--- src/sv/cgp_netlist_evaluator_assert.svh ---
// Assertion macros for the netlist evaluator modules.
// Expects clk_i and rst_ni in the scope of every use.
`ifndef CGP_NETLIST_EVALUATOR_ASSERT_SVH
`define CGP_NETLIST_EVALUATOR_ASSERT_SVH

// A property that must hold at every clock edge outside reset.
`define CGP_ASSERT(label, prop, msg) \
  label: assert property (@(posedge clk_i) disable iff (!rst_ni) prop) else $error(msg);

// A condition that must never be true outside reset.
`define CGP_ASSERT_NEVER(label, cond, msg) \
  label: assert property (@(posedge clk_i) disable iff (!rst_ni) !(cond)) else $error(msg);

`endif

--- src/sv/cgp_pkg.sv ---
// Shared types, constants and gate functions of the netlist evaluator.
// No dependencies; used by the controller, the datapath and the top level.
package cgp_pkg;

  localparam int NUM_NODES_DEF = 128;
  localparam int NUM_INPUTS    = 4;
  localparam int MAX_OUTPUTS   = 4;
  localparam int SEL_REGS      = 4;
  localparam int SEL_W         = 2;
  localparam int ROW_BITS      = 4;
  localparam int ADDR_W        = 8;
  localparam int GATE_W        = 4;
  localparam int CFG_IDX_W     = 3;
  localparam int CFG_DATA_W    = 8;
  localparam int USED_LIMIT    = (MAX_OUTPUTS < SEL_REGS) ? MAX_OUTPUTS : SEL_REGS;

  typedef enum logic {
    REQ_LOAD = 1'b0,
    REQ_EVAL = 1'b1
  } req_type_e;

  typedef enum logic {
    STATUS_OK     = 1'b0,
    STATUS_REJECT = 1'b1
  } status_e;

  typedef enum logic [CFG_IDX_W-1:0] {
    CFG_NUM_OUTPUTS = 3'd0,
    CFG_OUT_SEL_0   = 3'd1,
    CFG_OUT_SEL_1   = 3'd2,
    CFG_OUT_SEL_2   = 3'd3,
    CFG_OUT_SEL_3   = 3'd4
  } cfg_reg_e;

  typedef enum logic [GATE_W-1:0] {
    GATE_AND      = 4'd0,
    GATE_OR       = 4'd1,
    GATE_NAND     = 4'd2,
    GATE_NOR      = 4'd3,
    GATE_XOR      = 4'd4,
    GATE_XNOR     = 4'd5,
    GATE_A_ANDN_B = 4'd6,
    GATE_A        = 4'd7,
    GATE_B_ANDN_A = 4'd8,
    GATE_B        = 4'd9,
    GATE_NOT_B    = 4'd10,
    GATE_A_ORN_B  = 4'd11,
    GATE_NOT_A    = 4'd12,
    GATE_B_ORN_A  = 4'd13
  } gate_e;

  typedef enum logic [2:0] {
    ST_CLEAR,
    ST_IDLE,
    ST_LOAD,
    ST_EVAL,
    ST_DRAIN,
    ST_GATHER,
    ST_GWAIT,
    ST_FINISH
  } ctl_state_e;

  typedef struct packed {
    logic                req_type;
    logic [6:0]          gene_index;
    logic [ADDR_W-1:0]   conn_first;
    logic [ADDR_W-1:0]   conn_second;
    logic [GATE_W-1:0]   gate_code;
    logic [ROW_BITS-1:0] row_inputs;
    logic [SEL_REGS-1:0] expected_bits;
  } req_t;

  typedef struct packed {
    logic                status;
    logic [SEL_REGS-1:0] output_bits;
    logic [2:0]          match_count;
  } res_t;

  typedef struct packed {
    logic [GATE_W-1:0] gate;
    logic [ADDR_W-1:0] src_b;
    logic [ADDR_W-1:0] src_a;
  } gene_t;

  typedef struct packed {
    logic [2:0]                       num_outputs;
    logic [SEL_REGS-1:0][ADDR_W-1:0] out_sel;
  } cfg_t;

  typedef struct packed {
    logic capture;
    logic clr_wr;
    logic load_exec;
    logic eval_issue;
    logic gath_issue;
    logic finish;
  } ctl_cmd_t;

  typedef struct packed {
    logic cnt_last;
    logic pipe_busy;
    logic gath_last;
    logic used_zero;
  } dp_status_t;

  // Primary input bit; inputs beyond the row field read as zero.
  function automatic logic row_bit(logic [ADDR_W-1:0] addr, logic [ROW_BITS-1:0] row);
    logic bit_v;
    bit_v = 1'b0;
    if (int'(addr) < NUM_INPUTS && int'(addr) < ROW_BITS) begin
      bit_v = row[addr[1:0]];
    end
    return bit_v;
  endfunction

  function automatic logic gate_eval(logic [GATE_W-1:0] code, logic a, logic b);
    logic r;
    unique case (gate_e'(code))
      GATE_AND:      r = a & b;
      GATE_OR:       r = a | b;
      GATE_NAND:     r = ~(a & b);
      GATE_NOR:      r = ~(a | b);
      GATE_XOR:      r = a ^ b;
      GATE_XNOR:     r = ~(a ^ b);
      GATE_A_ANDN_B: r = a & ~b;
      GATE_A:        r = a;
      GATE_B_ANDN_A: r = ~a & b;
      GATE_B:        r = b;
      GATE_NOT_B:    r = ~b;
      GATE_A_ORN_B:  r = a | ~b;
      GATE_NOT_A:    r = ~a;
      GATE_B_ORN_A:  r = b | ~a;
      default:       r = 1'b0;
    endcase
    return r;
  endfunction

endpackage

--- src/sv/cgp_ctrl.sv ---
// Controller state machine of the netlist evaluator.
// Depends on cgp_pkg and the assertion macro header.
`include "cgp_netlist_evaluator_assert.svh"

module cgp_ctrl import cgp_pkg::*; (
  input  logic       clk_i,
  input  logic       rst_ni,
  input  logic       start_i,
  input  logic       is_eval_i,
  input  dp_status_t status_i,
  output ctl_cmd_t   cmd_o,
  output logic       busy_o,
  output logic       done_o
);

  ctl_state_e state_q, state_d;
  logic       done_q, done_d;

  always_ff @(posedge clk_i or negedge rst_ni) begin
    if (!rst_ni) begin
      state_q <= ST_CLEAR;
      done_q  <= 1'b0;
    end else begin
      state_q <= state_d;
      done_q  <= done_d;
    end
  end

  always_comb begin
    state_d = state_q;
    done_d  = 1'b0;
    cmd_o   = '0;
    unique case (state_q)
      ST_CLEAR: begin
        cmd_o.clr_wr = 1'b1;
        if (status_i.cnt_last) begin
          state_d = ST_IDLE;
        end
      end
      ST_IDLE: begin
        if (start_i) begin
          cmd_o.capture = 1'b1;
          state_d = is_eval_i ? ST_EVAL : ST_LOAD;
        end
      end
      ST_LOAD: begin
        cmd_o.load_exec = 1'b1;
        done_d  = 1'b1;
        state_d = ST_IDLE;
      end
      ST_EVAL: begin
        cmd_o.eval_issue = 1'b1;
        if (status_i.cnt_last) begin
          state_d = ST_DRAIN;
        end
      end
      ST_DRAIN: begin
        // Wait for the last node to be written before the outputs are read.
        if (!status_i.pipe_busy) begin
          state_d = ST_GATHER;
        end
      end
      ST_GATHER: begin
        if (status_i.used_zero) begin
          state_d = ST_FINISH;
        end else begin
          cmd_o.gath_issue = 1'b1;
          if (status_i.gath_last) begin
            state_d = ST_GWAIT;
          end
        end
      end
      ST_GWAIT: begin
        state_d = ST_FINISH;
      end
      ST_FINISH: begin
        cmd_o.finish = 1'b1;
        done_d  = 1'b1;
        state_d = ST_IDLE;
      end
      default: begin
        state_d = ST_IDLE;
      end
    endcase
  end

  assign busy_o = (state_q != ST_IDLE);
  assign done_o = done_q;

  `CGP_ASSERT(a_done_single, done_q |=> !done_q, "result strobe lasted more than one cycle")
  `CGP_ASSERT(a_accept_busy, start_i && !busy_o |=> busy_o, "accepted request did not raise busy")
  `CGP_ASSERT(a_finish_done, state_q == ST_FINISH |=> done_q, "evaluation finished without result")

endmodule

--- src/sv/cgp_dpath.sv ---
// Datapath of the netlist evaluator: gene store, node value memory,
// three-stage node pipeline and output gathering. Depends on cgp_pkg.
`include "cgp_netlist_evaluator_assert.svh"

module cgp_dpath import cgp_pkg::*; #(
  parameter int NUM_NODES = NUM_NODES_DEF
) (
  input  logic       clk_i,
  input  logic       rst_ni,
  input  ctl_cmd_t   cmd_i,
  output dp_status_t status_o,
  input  req_t       req_i,
  input  cfg_t       cfg_i,
  output res_t       res_o
);

  localparam int NW = (NUM_NODES > 1) ? $clog2(NUM_NODES) : 1;

  gene_t gene_mem [NUM_NODES];
  logic  node_mem [NUM_NODES];

  req_t    req_q;
  res_t    res_q;
  logic [NW-1:0] cnt_q, cnt_d;
  logic          cnt_last;

  // Request register.
  always_ff @(posedge clk_i) begin
    if (cmd_i.capture) begin
      req_q <= req_i;
    end
  end

  assign cnt_last = (cnt_q == NW'(NUM_NODES - 1));

  always_comb begin
    cnt_d = cnt_q;
    if (cmd_i.clr_wr || cmd_i.eval_issue) begin
      cnt_d = cnt_last ? '0 : cnt_q + NW'(1);
    end
  end

  always_ff @(posedge clk_i or negedge rst_ni) begin
    if (!rst_ni) begin
      cnt_q <= '0;
    end else begin
      cnt_q <= cnt_d;
    end
  end

  // Load check: both sources must be primary inputs or earlier nodes.
  logic [8:0] limit;
  logic       load_ok;
  gene_t      new_gene;

  assign limit    = 9'(NUM_INPUTS) + 9'(req_q.gene_index);
  assign load_ok  = (int'(req_q.gene_index) < NUM_NODES)
                 && ({1'b0, req_q.conn_first} < limit)
                 && ({1'b0, req_q.conn_second} < limit);
  assign new_gene = '{gate: req_q.gate_code, src_b: req_q.conn_second,
                      src_a: req_q.conn_first};

  gene_t gene_rd_q;

  always_ff @(posedge clk_i) begin
    if (cmd_i.clr_wr) begin
      gene_mem[cnt_q] <= '0;
    end else if (cmd_i.load_exec && load_ok) begin
      gene_mem[NW'(req_q.gene_index)] <= new_gene;
    end
    if (cmd_i.eval_issue) begin
      gene_rd_q <= gene_mem[cnt_q];
    end
  end

  // Stage A: decode the sources of the node whose gene was just read.
  logic          s1_vld_q, s2_vld_q;
  logic [NW-1:0] s1_idx_q, s2_idx_q;

  always_ff @(posedge clk_i or negedge rst_ni) begin
    if (!rst_ni) begin
      s1_vld_q <= 1'b0;
      s2_vld_q <= 1'b0;
    end else begin
      s1_vld_q <= cmd_i.eval_issue;
      s2_vld_q <= s1_vld_q;
    end
  end

  logic [ADDR_W-1:0] off_a, off_b;
  logic              node_a, node_b, fwd_a, fwd_b;

  assign off_a  = gene_rd_q.src_a - ADDR_W'(NUM_INPUTS);
  assign off_b  = gene_rd_q.src_b - ADDR_W'(NUM_INPUTS);
  assign node_a = (int'(gene_rd_q.src_a) >= NUM_INPUTS) && (int'(off_a) < NUM_NODES);
  assign node_b = (int'(gene_rd_q.src_b) >= NUM_INPUTS) && (int'(off_b) < NUM_NODES);
  // The previous node is written in this very cycle, so its value is forwarded.
  assign fwd_a  = node_a && (int'(off_a) + 1 == int'(s1_idx_q));
  assign fwd_b  = node_b && (int'(off_b) + 1 == int'(s1_idx_q));

  logic [GATE_W-1:0] s2_gate_q;
  logic              s2_a_node_q, s2_b_node_q, s2_a_fwd_q, s2_b_fwd_q;
  logic              s2_a_in_q, s2_b_in_q;

  always_ff @(posedge clk_i) begin
    if (cmd_i.eval_issue) begin
      s1_idx_q <= cnt_q;
    end
    if (s1_vld_q) begin
      s2_idx_q    <= s1_idx_q;
      s2_gate_q   <= gene_rd_q.gate;
      s2_a_node_q <= node_a;
      s2_b_node_q <= node_b;
      s2_a_fwd_q  <= fwd_a;
      s2_b_fwd_q  <= fwd_b;
      s2_a_in_q   <= row_bit(gene_rd_q.src_a, req_q.row_inputs);
      s2_b_in_q   <= row_bit(gene_rd_q.src_b, req_q.row_inputs);
    end
  end

  // Gather addressing for the selected outputs.
  logic [SEL_W-1:0]  sel_q, sel_d;
  logic [2:0]        used;
  logic              gath_last;
  logic [ADDR_W-1:0] g_addr, g_off;
  logic              g_node;

  assign used      = (int'(cfg_i.num_outputs) > USED_LIMIT) ? 3'(USED_LIMIT)
                                                           : cfg_i.num_outputs;
  assign gath_last = ({1'b0, sel_q} == used - 3'd1);
  assign g_addr    = cfg_i.out_sel[sel_q];
  assign g_off     = g_addr - ADDR_W'(NUM_INPUTS);
  assign g_node    = (int'(g_addr) >= NUM_INPUTS) && (int'(g_off) < NUM_NODES);

  always_comb begin
    sel_d = sel_q;
    if (cmd_i.gath_issue) begin
      sel_d = gath_last ? '0 : sel_q + SEL_W'(1);
    end
  end

  // Node value memory: one write port, two registered read ports.
  logic [NW-1:0] rd_addr_a, rd_addr_b;
  logic          rd_a_q, rd_b_q;
  logic          op_a, op_b, node_val, prev_q;

  assign rd_addr_a = cmd_i.gath_issue ? NW'(g_off) : NW'(off_a);
  assign rd_addr_b = NW'(off_b);

  assign op_a     = s2_a_fwd_q ? prev_q : (s2_a_node_q ? rd_a_q : s2_a_in_q);
  assign op_b     = s2_b_fwd_q ? prev_q : (s2_b_node_q ? rd_b_q : s2_b_in_q);
  assign node_val = gate_eval(s2_gate_q, op_a, op_b);

  always_ff @(posedge clk_i) begin
    if (s2_vld_q) begin
      node_mem[s2_idx_q] <= node_val;
      prev_q             <= node_val;
    end
    if (s1_vld_q || cmd_i.gath_issue) begin
      rd_a_q <= node_mem[rd_addr_a];
    end
    if (s1_vld_q) begin
      rd_b_q <= node_mem[rd_addr_b];
    end
  end

  logic             g_vld_q;
  logic [SEL_W-1:0] g_j_q;
  logic             g_node_q, g_in_q;
  logic [SEL_REGS-1:0] bits_q;

  always_ff @(posedge clk_i or negedge rst_ni) begin
    if (!rst_ni) begin
      sel_q   <= '0;
      g_vld_q <= 1'b0;
    end else begin
      sel_q   <= sel_d;
      g_vld_q <= cmd_i.gath_issue;
    end
  end

  always_ff @(posedge clk_i) begin
    if (cmd_i.gath_issue) begin
      g_j_q    <= sel_q;
      g_node_q <= g_node;
      g_in_q   <= row_bit(g_addr, req_q.row_inputs);
    end
    if (cmd_i.capture) begin
      bits_q <= '0;
    end else if (g_vld_q) begin
      bits_q[g_j_q] <= g_node_q ? rd_a_q : g_in_q;
    end
  end

  logic [2:0] match_cnt;

  always_comb begin
    match_cnt = '0;
    for (int j = 0; j < SEL_REGS; j++) begin
      if (j < int'(used) && bits_q[j] == req_q.expected_bits[j]) begin
        match_cnt = match_cnt + 3'd1;
      end
    end
  end

  always_ff @(posedge clk_i) begin
    if (cmd_i.load_exec) begin
      res_q.status      <= load_ok ? STATUS_OK : STATUS_REJECT;
      res_q.output_bits <= '0;
      res_q.match_count <= '0;
    end else if (cmd_i.finish) begin
      res_q.status      <= STATUS_OK;
      res_q.output_bits <= bits_q;
      res_q.match_count <= match_cnt;
    end
  end

  assign res_o              = res_q;
  assign status_o.cnt_last  = cnt_last;
  assign status_o.pipe_busy = s1_vld_q | s2_vld_q;
  assign status_o.gath_last = gath_last;
  assign status_o.used_zero = (used == 3'd0);

  `CGP_ASSERT(a_fwd_has_prev, s1_vld_q && (fwd_a || fwd_b) |-> s2_vld_q, "forward without producer")
  `CGP_ASSERT_NEVER(a_gath_in_eval, cmd_i.gath_issue && (s1_vld_q || s2_vld_q), "gather during eval")
  `CGP_ASSERT(a_node_order, s1_vld_q && s2_vld_q |-> s1_idx_q == s2_idx_q + NW'(1), "node order broken")

endmodule

--- src/sv/cgp_netlist_evaluator.sv ---
// Cartesian genetic programming netlist evaluator: a load request is executed in the
// LOAD state before the done_o strobe; an evaluate request walks the genes one node
// per cycle through a 3-stage pipe, then drains it and gathers the outputs in use.
// A new request is accepted in the cycle its predecessor's result is shown.
// After reset a clearing pass over all NUM_NODES genes zeroes the gene store with busy_o
// high; configuration registers reset to one output and all selects zero.
module cgp_netlist_evaluator import cgp_pkg::*; #(
  parameter int NUM_NODES = NUM_NODES_DEF
) (
  input  logic                  clk_i,
  input  logic                  rst_ni,
  input  logic                  start_i,
  output logic                  busy_o,
  input  req_t                  req_i,
  output logic                  done_o,
  output res_t                  res_o,
  input  logic                  cfg_valid_i,
  output logic                  cfg_ready_o,
  input  logic [CFG_IDX_W-1:0]  cfg_index_i,
  input  logic [CFG_DATA_W-1:0] cfg_data_i
);

  cfg_t cfg_q, cfg_d;

  assign cfg_ready_o = 1'b1;

  always_comb begin
    cfg_d = cfg_q;
    if (cfg_valid_i) begin
      unique case (cfg_reg_e'(cfg_index_i))
        CFG_NUM_OUTPUTS: cfg_d.num_outputs = cfg_data_i[2:0];
        CFG_OUT_SEL_0:   cfg_d.out_sel[0]  = cfg_data_i;
        CFG_OUT_SEL_1:   cfg_d.out_sel[1]  = cfg_data_i;
        CFG_OUT_SEL_2:   cfg_d.out_sel[2]  = cfg_data_i;
        CFG_OUT_SEL_3:   cfg_d.out_sel[3]  = cfg_data_i;
        default:         cfg_d = cfg_q;
      endcase
    end
  end

  always_ff @(posedge clk_i or negedge rst_ni) begin
    if (!rst_ni) begin
      cfg_q.num_outputs <= 3'd1;
      cfg_q.out_sel     <= '0;
    end else begin
      cfg_q <= cfg_d;
    end
  end

  ctl_cmd_t   cmd;
  dp_status_t dp_status;

  cgp_ctrl u_ctrl (
    .clk_i     (clk_i),
    .rst_ni    (rst_ni),
    .start_i   (start_i),
    .is_eval_i (req_i.req_type == REQ_EVAL),
    .status_i  (dp_status),
    .cmd_o     (cmd),
    .busy_o    (busy_o),
    .done_o    (done_o)
  );

  cgp_dpath #(
    .NUM_NODES (NUM_NODES)
  ) u_dpath (
    .clk_i    (clk_i),
    .rst_ni   (rst_ni),
    .cmd_i    (cmd),
    .status_o (dp_status),
    .req_i    (req_i),
    .cfg_i    (cfg_q),
    .res_o    (res_o)
  );

endmodule
--- config.mk ---
export PLATFORM = sky130hd
export DESIGN_NAME = cgp_netlist_evaluator
export DESIGN_NICKNAME = d
export VERILOG_FILES = /design/src/sv/cgp_pkg.sv /design/src/sv/cgp_ctrl.sv /design/src/sv/cgp_dpath.sv /design/src/sv/cgp_netlist_evaluator.sv
export VERILOG_INCLUDE_DIRS = /design/src /design/src/sv
export SDC_FILE = /design/constraint.sdc
export NUM_CORES = 2
export LEC_CHECK = 0
export ABC_CLOCK_PERIOD_IN_PS = 9500
export BUFFER_PORTS_ARGS = -buffer_cell sky130_fd_sc_hd__buf_4
export CAP_MARGIN = 20
export CORE_MARGIN = 2
export CORE_UTILIZATION = 45
export DETAILED_ROUTE_END_ITERATION = 16
export MAX_ROUTING_LAYER = met4
export PLACE_DENSITY = 0.65
export SLEW_MARGIN = 20
export SYNTH_ARGS = -nofsm -noshare
export SYNTH_HDL_FRONTEND = slang
export SYNTH_HIERARCHICAL = 1
export SYNTH_SLANG_ARGS = --single-unit
--- constraint.sdc ---
create_clock -name clk_i -period 9.5 [get_ports clk_i]
set_input_delay 1.9 -clock clk_i [delete_from_list [all_inputs] [get_ports clk_i]]
set_output_delay 1.9 -clock clk_i [all_outputs]
set_load 0.005 [all_outputs]
==> run_results.csv <==
group,metric,value,unit
status,outcome,"complete, no violations",
detailed_routing,detail-route-antenna-nets,0,
synth,syn_inst,4935,
sta,hold_slack,0.426,ns
sta,fmax,176,MHz
critical_path,crit_path_end_kind,"register",
sta,slew_violations,0,
synth,yosys_warnings,6,
power_and_ir_drop,swShare,18.8,%
cells_and_area,fillerInstances,19200,
synth,avgSynthCellArea,22.7,um^2
floorplanning,fp.dieH,503,um
global_routing,busiest_layer,"met2",
place,dp_hpwl,163000,um
synth,synth.area.top_cells,"edfxtp_1, mux4_2, dfrtp_1",
cells_and_area,drive_above_1_share,32.8,%
critical_path,critPathTopFamily,"compound AO/OA/AOI/OAI gates",
sta,skew,0.0637,ns
critical_path,required,10.07,ns
global_routing,grt_pass1_vias,52300,
global_routing,met2_usage,33.9,%
detailed_routing,wl_per_cell,31.5,um
power_and_ir_drop,seqPwrFrac,55.1,%
synth,synth_top_cell_by_area,"edfxtp_1",
power_and_ir_drop,clockPowerShare,44.3,%
min_path,min_path_type,"register to register",
cells_and_area,seqCellArea,84800,um^2
detailed_routing,viasPerCell,6.12,
critical_path,r2r_slack,3.80,ns
synth,netlist_area,112000,um^2
sta,finalHoldViolations,0,
synth,synth-edff-count,2775,
cells_and_area,final_cell_mix,"edfxtp_1, mux4_2, clkbuf_16",
global_routing,grt_max_degree,130,
power_and_ir_drop,combinationalPowerShare,0.6,%
global_routing,use_met1,31.3,%
critical_path,cp-startpoint,"u_dpath/req_q[29]$_DFFE_PP_",
power_and_ir_drop,power_density,194,nW/um^2
floorplanning,design.die.area,253000,um^2
global_routing,met3_usage,3.70,%
floorplanning,boundaryPins,62,
synth,synth_top_cell_area_share,74.3,%
global_routing,grt_pass1_wl,391000,um
clock_network,cts_resized,0,
critical_path,critPathKind,"register to register",
critical_path,slowest_stage,"o2111a_2",
cells_and_area,multi_input_area,27000,um^2
detailed_routing,routed_wl,275000,um
critical_path,rr_startpoint,"u_dpath/req_q[29]$_DFFE_PP_",
clock_network,clk_pin_slew,0.06,ns
clock_network,numClockSinks,2837,
place,gp_congestion,0.886,
critical_path,reg2reg_depth,9,
global_routing,overflow,0,
detailed_routing,drtIter0Drc,7095,
synth,syn_nets,5019,
min_path,min_from,"u_dpath/gene_rd_q[16]$_DFFE_PP_",
critical_path,path_cells,"clkinv_1 > ha_1 > a21o_1 > a21o_1 > a2111oi_0 > o22a_1 > o2111a_2 > and2_4 > buf_4",
clock_network,htree_levels,5,
critical_path,cp_common_cell,"a21o_1",
sta,min_period,5.70,ns
clock_network,postCtsSetupBuffers,0,
sta,slew_headroom,23.5,%
sta,fin_tns_setup,0,ns
place,post_dp_cell_area,118000,um^2
power_and_ir_drop,p_switching,4.63,mW
sta,fin_crit_sh,60.0,%
cells_and_area,stdcell_area,127000,um^2
synth,synthArstFlopShare,1.80,%
synth,synth_seq_area_share,75.6,%
synth,synthFlopType,"edfxtp_1",
critical_path,worst-endpoint-arrival,6.27,ns
clock_network,clk_path_buf_depth,4,
clock_network,hold_buffers,0,
min_path,hold_end,"u_dpath/s2_gate_q[0]$_DFFE_PP_",
clock_network,clkLatencyLatePin,0.94,ns
global_routing,track_usage,22.4,%
critical_path,max_stage_delay,0.86,ns
place,dpl.cell_count,8201,
power_and_ir_drop,total_power,24.6,mW
clock_network,cts_tree,"yes",
sta,rsz0062_at_grt,"false",
sta,finalSetupViolCount,0,
min_path,holdPathStages,0,
detailed_routing,drc_errors,0,
power_and_ir_drop,leakage,32.5,nW
critical_path,r2r-end,"u_dpath/gene_mem[33][4]$_DFFE_PP_",
power_and_ir_drop,ir_drop,143,uV
sta,tightest_slew,1.13,ns
critical_path,path_buf_inv,2,
place,numPortBuffers,60,
power_and_ir_drop,p_int,20.0,mW
detailed_routing,firstDrtPassIters,5,
cells_and_area,area_growth_syn_to_layout,13.1,%
synth,synth_cell_types,77,
floorplanning,row_count,183,
floorplanning,coreArea,248000,um^2
critical_path,cp_max_fo,65,
floorplanning,die_w,503,um
clock_network,tritoncts.num_buffers,291,
detailed_routing,dr_total_vias,53300,
cells_and_area,fin_nets,5254,
flow_run,cap_violations,0,
synth,ys_seq_elements,2837,
cells_and_area,final_common_cell,"edfxtp_1",
cells_and_area,final_cells,8709,
global_routing,antenna_found_initial,23,
critical_path,cp-start-kind,"register",
floorplanning,initial_core_util,45.2,%
clock_network,root_buffer,"clkbuf_16",
==> registers in the layout (all words and copies together) (netlist names), 2 cells and up <==
| signal | cells |
|---|---|
| u_dpath/gene_mem | 2560 |
| u_dpath/node_mem | 128 |
| cfg_q | 35 |
| u_dpath/gene_rd_q | 20 |
| u_dpath/new_gene | 20 |
| u_dpath/req_q | 15 |
| u_dpath/res_o | 8 |
| u_dpath/cnt_q | 7 |
| u_dpath/s1_idx_q | 7 |
| u_dpath/s2_idx_q | 7 |
| u_dpath/bits_q | 4 |
| u_dpath/s2_gate_q | 4 |
| u_ctrl/state_q | 3 |
| u_dpath/g_j_q | 2 |
| u_dpath/sel_q | 2 |
==> worst reg2reg max path: cells and delay by family (launching register included) <==
family	cells	cell delay [ns]
compound gates	5	1.94
buf+inv	2	1.30
simple gates	1	0.84
flops	1	0.64
fa+ha+maj	1	0.45
==> synth_stat cells, types with 4 or more instances <==
library cell	n
nand3b_1	4
and3_1	5
mux2i_2	13
edfxtp_1	2775
o21ai_0	20
a311oi_1	9
buf_4	6
mux2i_1	31
nor3b_1	10
a21oi_1	23
a31oi_1	16
clkbuf_1	169
dfxtp_1	11
mux4_2	909
nand2_1	81
buf_2	20
mux2_2	48
ha_1	33
nand3_1	38
nand2b_1	22
nor2_1	305
dfrtp_1	50
nor3_1	32
inv_1	24
a211oi_1	19
or3_1	5
and2_1	27
and4_1	4
nor2b_1	13
buf_1	70
a21o_1	11
xnor2_1	34
xor2_1	16
mux2_4	17
==> metal layers <==
| layer | vias to the layer above | share of wire, % |
|---|---|---|
| met2 | 2466 | 48 |
| met1 | 29000 | 41 |
| met3 | 415 | 8.4 |
| met4 | 0 | 3.1 |
| met5 | - | 0 |
| li1 | 21400 | - |
==> cell type report <==
| type | instances | share of cell area [%] |
|---|---|---|
| clock inverter | 138 | 1.00 |
| antenna | 11 | 0.0217 |
| inverter | 25 | 0.0740 |
| clock buffer | 353 | 6.06 |
| multi-input combinational | 1805 | 21.3 |
| tap | 3330 | 3.28 |
| sequential | 2837 | 66.9 |
| timing repair buffer | 210 | 1.40 |
==> kinds of logic (layout without fill, tap and decap cells) <==
logic type               after synthesis  after routing  share of synthesized area (%)
AO/OA/AOI/OAI                        131            131                          0.837
XOR/XNOR                              50             50                          0.390
adder cells (fa/ha/maj)               35             35                          0.386
buffers and inverters                293            726                           1.04
flip-flops                          2837           2837                           75.6
multiplexers                        1019           1019                           19.4
other                                  1             12                        0.00334
AND/OR/NAND/NOR                      569            569                           2.31
==> worst max path at each step <==
stage                                         endpoint  cells after the start
floorplan             u_dpath/gene_mem[0][0]$_DFFE_PP_                     10
global placement     u_dpath/gene_mem[4][11]$_DFFE_PP_                     10
detailed placement   u_dpath/gene_mem[28][0]$_DFFE_PP_                     10
CTS                 u_dpath/gene_mem[49][17]$_DFFE_PP_                     10
global route         u_dpath/gene_mem[35][4]$_DFFE_PP_                      9
finish               u_dpath/gene_mem[33][4]$_DFFE_PP_                      9
==> power groups by stage <==
| stage | Combinational [mW] | Clock, mW | Sequential (mW) |
|---|---|---|---|
| floorplan | 0.0990 | 0 | 13.8 |
| global placement | 0.145 | 0 | 13.8 |
| detailed placement | 0.149 | 0 | 13.8 |
| CTS | 0.150 | 11.1 | 13.6 |
| global route | 0.161 | 11.6 | 13.6 |
| finish | 0.149 | 10.9 | 13.6 |
==> metrics by stage <==
step | util, % | worst slack, ns
2_1_floorplan | - | 4.49
3_3_place_gp | 47.3 | 3.89
3_5_place_dp | 47.4 | 3.87
4_1_cts | 51.0 | 3.84
5_1_grt | 51.1 | 3.56
6_report | 51.1 | 3.80
(Power assumes the default switching activity.)
